## src/rtl/lnr_pkg.sv

```systemverilog
// Shared types and constants of the row normalization engine.
// No dependencies.
package lnr_pkg;

    localparam int DATA_W  = 16;
    localparam int INV_W   = 24;
    localparam int ADDR_W  = 6;
    localparam int CNT_W   = 7;
    localparam int SUM_W   = 22;
    localparam int MEAN_W  = 17;
    localparam int AD_W    = 17;
    localparam int SQ_W    = 34;
    localparam int SUMSQ_W = 40;
    localparam int DIVD_W  = 49;
    localparam int DIVS_W  = 33;
    localparam int VAR_W   = 32;
    localparam int M1_W    = 41;
    localparam int P_W     = 57;
    localparam int RND_W   = 25;
    localparam int CLP_W   = 17;
    localparam int Y_W     = 19;
    localparam int BIT_W   = 5;
    localparam int RAM_W   = 3 * DATA_W;

    localparam logic [CLP_W-1:0] R_CLAMP = 17'd131068;

    localparam logic [1:0] DIV_MEAN = 2'd0;
    localparam logic [1:0] DIV_VAR  = 2'd1;
    localparam logic [1:0] DIV_LIM  = 2'd2;

    typedef struct packed {
        logic signed [DATA_W-1:0] sample;
        logic signed [DATA_W-1:0] scale_value;
        logic signed [DATA_W-1:0] bias_value;
        logic                     last_in_row;
    } t_in_item;

    typedef struct packed {
        logic signed [DATA_W-1:0] normalized_value;
        logic signed [DATA_W-1:0] row_mean;
        logic [INV_W-1:0]         inv_std;
        logic                     row_overflow;
        logic                     last_out;
    } t_out_item;

    typedef struct packed {
        logic              wr_en;
        logic              rd_en;
        logic [ADDR_W-1:0] addr;
        logic [CNT_W-1:0]  cnt;
        logic              acc_clr;
        logic              sum_rd;
        logic              var_rd;
        logic              div_start;
        logic [1:0]        div_sel;
        logic              root_init;
        logic              root_ones;
        logic              root_step;
        logic [BIT_W-1:0]  root_bit;
        logic              om1;
        logic              om2;
        logic              out_load;
        logic              out_last;
        logic              out_ovf;
    } t_cmd;

    typedef struct packed {
        logic acc_busy;
        logic div_done;
        logic v_zero;
        logic out_free;
    } t_status;

endpackage

```

## src/rtl/lnr_ctrl.sv

```systemverilog
// Controller state machine: row loading, statistics passes, divisions, root and output.
// Depends on lnr_pkg.
module lnr_ctrl #(
    parameter int ROW_LEN = 64
) (
    input  logic              i_clk,
    input  logic              i_rst_n,
    input  logic              i_in_valid,
    input  logic              i_in_last,
    output logic              o_in_ready,
    input  lnr_pkg::t_status  i_status,
    output lnr_pkg::t_cmd     o_cmd
);
    localparam int AW = ROW_LEN > 1 ? $clog2(ROW_LEN) : 1;
    localparam int CW = $clog2(ROW_LEN + 1);

    localparam logic [3:0] S_LOAD  = 4'd0;
    localparam logic [3:0] S_SUM   = 4'd1;
    localparam logic [3:0] S_SUMW  = 4'd2;
    localparam logic [3:0] S_MDIV  = 4'd3;
    localparam logic [3:0] S_MWAIT = 4'd4;
    localparam logic [3:0] S_VAR   = 4'd5;
    localparam logic [3:0] S_VARW  = 4'd6;
    localparam logic [3:0] S_VDIV  = 4'd7;
    localparam logic [3:0] S_VWAIT = 4'd8;
    localparam logic [3:0] S_LDIV  = 4'd9;
    localparam logic [3:0] S_LWAIT = 4'd10;
    localparam logic [3:0] S_ROOT  = 4'd11;
    localparam logic [3:0] S_ORD   = 4'd12;
    localparam logic [3:0] S_OM1   = 4'd13;
    localparam logic [3:0] S_OM2   = 4'd14;
    localparam logic [3:0] S_OFIN  = 4'd15;

    logic [3:0]                r_state, n_state;
    logic [CW-1:0]             r_cnt, n_cnt;
    logic                      r_ovf, n_ovf;
    logic [CW-1:0]             r_idx, n_idx;
    logic [lnr_pkg::BIT_W-1:0] r_rb, n_rb;
    logic                      w_acc;
    logic                      w_end;

    assign w_acc = (r_state == S_LOAD) && i_in_valid;
    assign w_end = (r_idx == CW'(r_cnt - CW'(1)));

    always_comb begin
        n_state = r_state;
        n_cnt   = r_cnt;
        n_ovf   = r_ovf;
        n_idx   = r_idx;
        n_rb    = r_rb;
        o_cmd   = '0;
        o_cmd.cnt      = lnr_pkg::CNT_W'(r_cnt);
        o_cmd.addr     = lnr_pkg::ADDR_W'(r_idx[AW-1:0]);
        o_cmd.root_bit = r_rb;
        o_cmd.out_ovf  = r_ovf;
        o_cmd.out_last = w_end;
        case (r_state)
            S_LOAD: begin
                o_cmd.addr = lnr_pkg::ADDR_W'(r_cnt[AW-1:0]);
                if (w_acc) begin
                    if (r_cnt < CW'(ROW_LEN)) begin
                        o_cmd.wr_en = 1'b1;
                        n_cnt = r_cnt + CW'(1);
                    end else begin
                        n_ovf = 1'b1;
                    end
                    if (i_in_last) begin
                        o_cmd.acc_clr = 1'b1;
                        n_idx   = '0;
                        n_state = S_SUM;
                    end
                end
            end
            S_SUM: begin
                o_cmd.rd_en  = 1'b1;
                o_cmd.sum_rd = 1'b1;
                n_idx = r_idx + CW'(1);
                if (w_end) begin
                    n_state = S_SUMW;
                end
            end
            S_SUMW: begin
                if (!i_status.acc_busy) begin
                    n_state = S_MDIV;
                end
            end
            S_MDIV: begin
                o_cmd.div_start = 1'b1;
                o_cmd.div_sel   = lnr_pkg::DIV_MEAN;
                n_state = S_MWAIT;
            end
            S_MWAIT: begin
                if (i_status.div_done) begin
                    n_idx   = '0;
                    n_state = S_VAR;
                end
            end
            S_VAR: begin
                o_cmd.rd_en  = 1'b1;
                o_cmd.var_rd = 1'b1;
                n_idx = r_idx + CW'(1);
                if (w_end) begin
                    n_state = S_VARW;
                end
            end
            S_VARW: begin
                if (!i_status.acc_busy) begin
                    n_state = S_VDIV;
                end
            end
            S_VDIV: begin
                o_cmd.div_start = 1'b1;
                o_cmd.div_sel   = lnr_pkg::DIV_VAR;
                n_state = S_VWAIT;
            end
            S_VWAIT: begin
                if (i_status.div_done) begin
                    n_state = S_LDIV;
                end
            end
            S_LDIV: begin
                n_idx = '0;
                if (i_status.v_zero) begin
                    o_cmd.root_ones = 1'b1;
                    n_state = S_ORD;
                end else begin
                    o_cmd.div_start = 1'b1;
                    o_cmd.div_sel   = lnr_pkg::DIV_LIM;
                    o_cmd.root_init = 1'b1;
                    n_state = S_LWAIT;
                end
            end
            S_LWAIT: begin
                if (i_status.div_done) begin
                    n_rb    = lnr_pkg::BIT_W'(lnr_pkg::INV_W - 1);
                    n_state = S_ROOT;
                end
            end
            S_ROOT: begin
                o_cmd.root_step = 1'b1;
                n_rb = r_rb - lnr_pkg::BIT_W'(1);
                if (r_rb == '0) begin
                    n_state = S_ORD;
                end
            end
            S_ORD: begin
                o_cmd.rd_en = 1'b1;
                n_state = S_OM1;
            end
            S_OM1: begin
                o_cmd.om1 = 1'b1;
                n_state = S_OM2;
            end
            S_OM2: begin
                o_cmd.om2 = 1'b1;
                n_state = S_OFIN;
            end
            S_OFIN: begin
                if (i_status.out_free) begin
                    o_cmd.out_load = 1'b1;
                    n_idx = r_idx + CW'(1);
                    if (w_end) begin
                        n_cnt   = '0;
                        n_ovf   = 1'b0;
                        n_state = S_LOAD;
                    end else begin
                        n_state = S_ORD;
                    end
                end
            end
            default: begin
                n_state = S_LOAD;
            end
        endcase
    end

    always_ff @(posedge i_clk) begin
        if (!i_rst_n) begin
            r_state <= S_LOAD;
            r_cnt   <= '0;
            r_ovf   <= 1'b0;
            r_idx   <= '0;
            r_rb    <= '0;
        end else begin
            r_state <= n_state;
            r_cnt   <= n_cnt;
            r_ovf   <= n_ovf;
            r_idx   <= n_idx;
            r_rb    <= n_rb;
        end
    end

    assign o_in_ready = (r_state == S_LOAD);
endmodule

```

## config.mk

```make
export PLATFORM = sky130hd
export DESIGN_NAME = lnr_ctrl
export DESIGN_NICKNAME = d
export VERILOG_FILES = /design/src/rtl/lnr_pkg.sv /design/src/rtl/lnr_ctrl.sv
export SDC_FILE = /design/constraint.sdc
export NUM_CORES = 1
export LEC_CHECK = 0
export ABC_AREA = 1
export ABC_CLOCK_PERIOD_IN_PS = 2100
export BUFFER_PORTS_ARGS = -buffer_cell sky130_fd_sc_hd__buf_2
export CAP_MARGIN = 20
export CORE_UTILIZATION = 45
export DETAILED_ROUTE_END_ITERATION = 8
export GPL_TIMING_DRIVEN = 0
export HOLD_SLACK_MARGIN = 0.06
export PLACE_DENSITY_LB_ADDON = 0.3
export REMOVE_ABC_BUFFERS = 1
export SKIP_CTS_REPAIR_TIMING = 1
export SYNTH_ARGS = -nofsm -noshare
export SYNTH_HDL_FRONTEND = slang
export SYNTH_SLANG_ARGS = --single-unit
```

## constraint.sdc

```tcl
create_clock -name i_clk -period 2.1 [get_ports i_clk]
set_input_delay 0.315 -clock i_clk [delete_from_list [all_inputs] [get_ports i_clk]]
set_output_delay 0.315 -clock i_clk [all_outputs]
set_load 0.005 [all_outputs]
```

==> impl_metrics.csv <==
group,metric,value,unit
run_status,status,"complete, no violations",
route,via_per_inst,5.16,
clock_network,clk_pin_slew_worst_paths,0.09,ns
route,wl_per_cell,12.1,um
timing,hold_viol,0,
timing,drv_slew,0,
setup_path,slowest_delay,0.38,ns
placement,io_buffers,42,
timing,final.setup.worst_slack,0.109,ns
power,total_leakage_power,1.18,nW
timing,setup_viol,0,
synthesis,syn_avg_cell_area,6.27,um^2
synthesis,synth_ff_type,"dfxtp_1",
setup_path,cp_top_family,"simple AND/OR/NAND/NOR gates",
global_route,grt_max_degree,18,
floorplanning,design.core.area,4000,um^2
worst_hold_path,hold_path.class,"in2reg",
setup_path,worstPathCellList,"inv_4, ha_4, inv_1, nor2_1, nand2_1, nand2_1, nand3_2, nor2_4, buf_2",
synthesis,synth.area.top_cells,"dfxtp_1 (26%), nand2_1 (13%), nand3_1 (8.1%)",
setup_path,critPathArrivalTime,1.68,ns
synthesis,yosys.area.top_type_share,0.258,
final_layout,n_antenna_cell,0,
placement,placed_cells,382,
synthesis,synthArstFlopShare,0,
timing,clock_skew,0.00346,ns
timing,min_period,1.99,ns
final_layout,fin_util,0.565,
clock_network,cts_tree,"built",
route,drc,0,
clock_network,clock_sinks,24,
final_layout,area_growth,21.3,%
final_layout,fin_area,2260,um^2
power,switchingPower,0.870,mW
route,drtAntennaViolNets,0,
route,num_vias,2028,
placement,placed_area,2090,um^2
setup_path,path_common_cell,"nand2_1",
power,p_clk_frac,0.209,
timing,rsz0062_at_grt,"no",
global_route,track_usage,0.217,
placement,pre_cts_slack,-0.00625,ns
power,power_density,877,nW/um^2
final_layout,drive_above_1_share,0.262,
route,drt_iter0_drc,110,
synthesis,yosysSeqAreaShare,0.258,
timing,post-route-period-util,0.948,
power,combPwrFrac,0.495,
power,swShare,0.439,
power,pwr-share-seq,0.296,
setup_path,cp_max_fo,6,
synthesis,synth_most_common_cell,"nand2_1",
setup_path,slowest_stage,"dfxtp_4",
synthesis,netlist_instances,297,
run,cap_violations,0,
synthesis,syn-cell-area,1860,um^2
power,p_int,1.11,mW
floorplanning,ios,43,
final_layout,num-nets-final,357,
floorplanning,fp.dieH,66.3,um
placement,place_congestion,0.927,
synthesis,ys_warn_count,0,
synthesis,synthTopCellsByCount,"nand2_1 (67), nor2_1 (40), inv_1 (35)",
timing,fmax,502,MHz
floorplanning,die_area,4400,um^2
setup_path,cp.buffers_inverters,3,
power,totalPowerFinal,1.98,mW
route,dr.pass1.iters,6,
global_route,grt_pass1_wl,7420,um
global_route,grt_pass1_vias,1630,
synthesis,synth-seq-cells,24,
clock_network,htree_levels,1,
clock_network,cts-root-buf,"clkbuf_8",
clock_network,cts.path.max_buffers,2,
floorplanning,die_w,66.3,um
synthesis,yosys.area.top_type,"dfxtp_1",
global_route,antenna_found_initial,0,
setup_path,critPathLaunchType,"flip-flop",
placement,hpwl,3520,um
synthesis,yosysUniqueCellTypes,38,
route,wirelength,4750,um
synthesis,synth_edf_count,0,
floorplanning,start_util,0.466,
floorplanning,std_cell_rows,23,
power,vdd_drop_max,0.385,mV
timing,relSlewSlack,0.756,
timing,hold_ws,0.397,ns
timing,tightestPinTransition,0.366,ns
setup_path,endpoint_kind,"output pin",
setup_path,crit_required,1.78,ns
clock_network,cts_buffers,3,
final_layout,instances_no_fill,393,
global_route,gr-total-overflow,0,
setup_path,crit_type,"reg2out",
clock_network,clk_latency,0.27,ns
timing,fin_setup_tns,0,ns
[layout by cell type (no fill, tap or decap), drive strengths merged]
cell type / instances
nand2: 73
buf: 49
nor2: 47
inv: 44
nand3: 32
dfxtp: 24
a21oi: 19
o21ai: 16
nor3: 11
ha: 5
xnor2: 3
xor2: 3
nor3b: 3
clkbuf: 3
nand4: 2
o22ai: 1
o211ai: 1
o31ai: 1
a31oi: 1
or2: 1
a221oi: 1
o311ai: 1
nor4: 1
bufinv: 1
[worst paths after layout]
| path | startpoint | to | slack [ns] | cells past startpoint |
|---|---|---|---|---|
| hold reg to reg | r_ovf$_SDFFE_PN0P_ | r_ovf$_SDFFE_PN0P_ | 0.51 | 2 |
| hold / removal | i_rst_n | r_rb[2]$_SDFFE_PN0P_ | 0.40 | 3 |
| setup / recovery | r_cnt[0]$_SDFFE_PN0P_ | o_cmd[1] | 0.11 | 9 |
| setup reg to reg | r_cnt[0]$_SDFFE_PN0P_ | r_cnt[5]$_SDFFE_PN0P_ | 0.22 | 13 |
[sequential cells by signal, summed over array words and instances, names as in the netlist]
register / cells
r_rb: 5
r_cnt: 7
r_state: 4
r_ovf: 1
r_idx: 7
[power groups by stage]
stage	logic [mW]	registers, mW	clock network [mW]
2_1_floorplan	0.655	0.575	0
3_3_place_gp	0.853	0.593	0
3_5_place_dp	0.869	0.595	0
4_1_cts	0.872	0.584	0.428
5_1_grt	1.10	0.592	0.446
6_report	0.982	0.586	0.415
[cell type report]
| type | count | area, um^2 |
|---|---|---|
| fillers | 402 | 1740 |
| multi-input cells | 222 | 1200 |
| flip-flops and latches | 24 | 489 |
| repair buffers | 49 | 263 |
| inverters | 44 | 170 |
| well taps | 50 | 62.6 |
| clock buffers | 3 | 41.3 |
| clock inverters | 1 | 30.0 |
[cell families (layout without fill, tap and decap cells)]
family                     after synthesis  count (layout)  synth area share
DFF                                     24              24             0.258
and+or+nand+nor                        170             170             0.441
buffers and inverters                   51              97             0.113
adders and majority gates                5               5            0.0336
xor gates and xnor gates                 6               6            0.0282
AOI/OAI and AO/OA                       41              41             0.126
[worst min-delay path, cell delays in order]
cell	delay [ns]
buf_2	0.18
o21ai_0	0.10
nor2_1	0.04
[layer usage]
metal  up-vias  GRT usage  routed length, um
met5         -          0                  0
met4         0     0.0479                 24
met3         4     0.0414                212
met2        56      0.364               2280
met1       923      0.286               2230
li1       1045          -                  -
No activity file was read; power rests on OpenSTA's default activity.
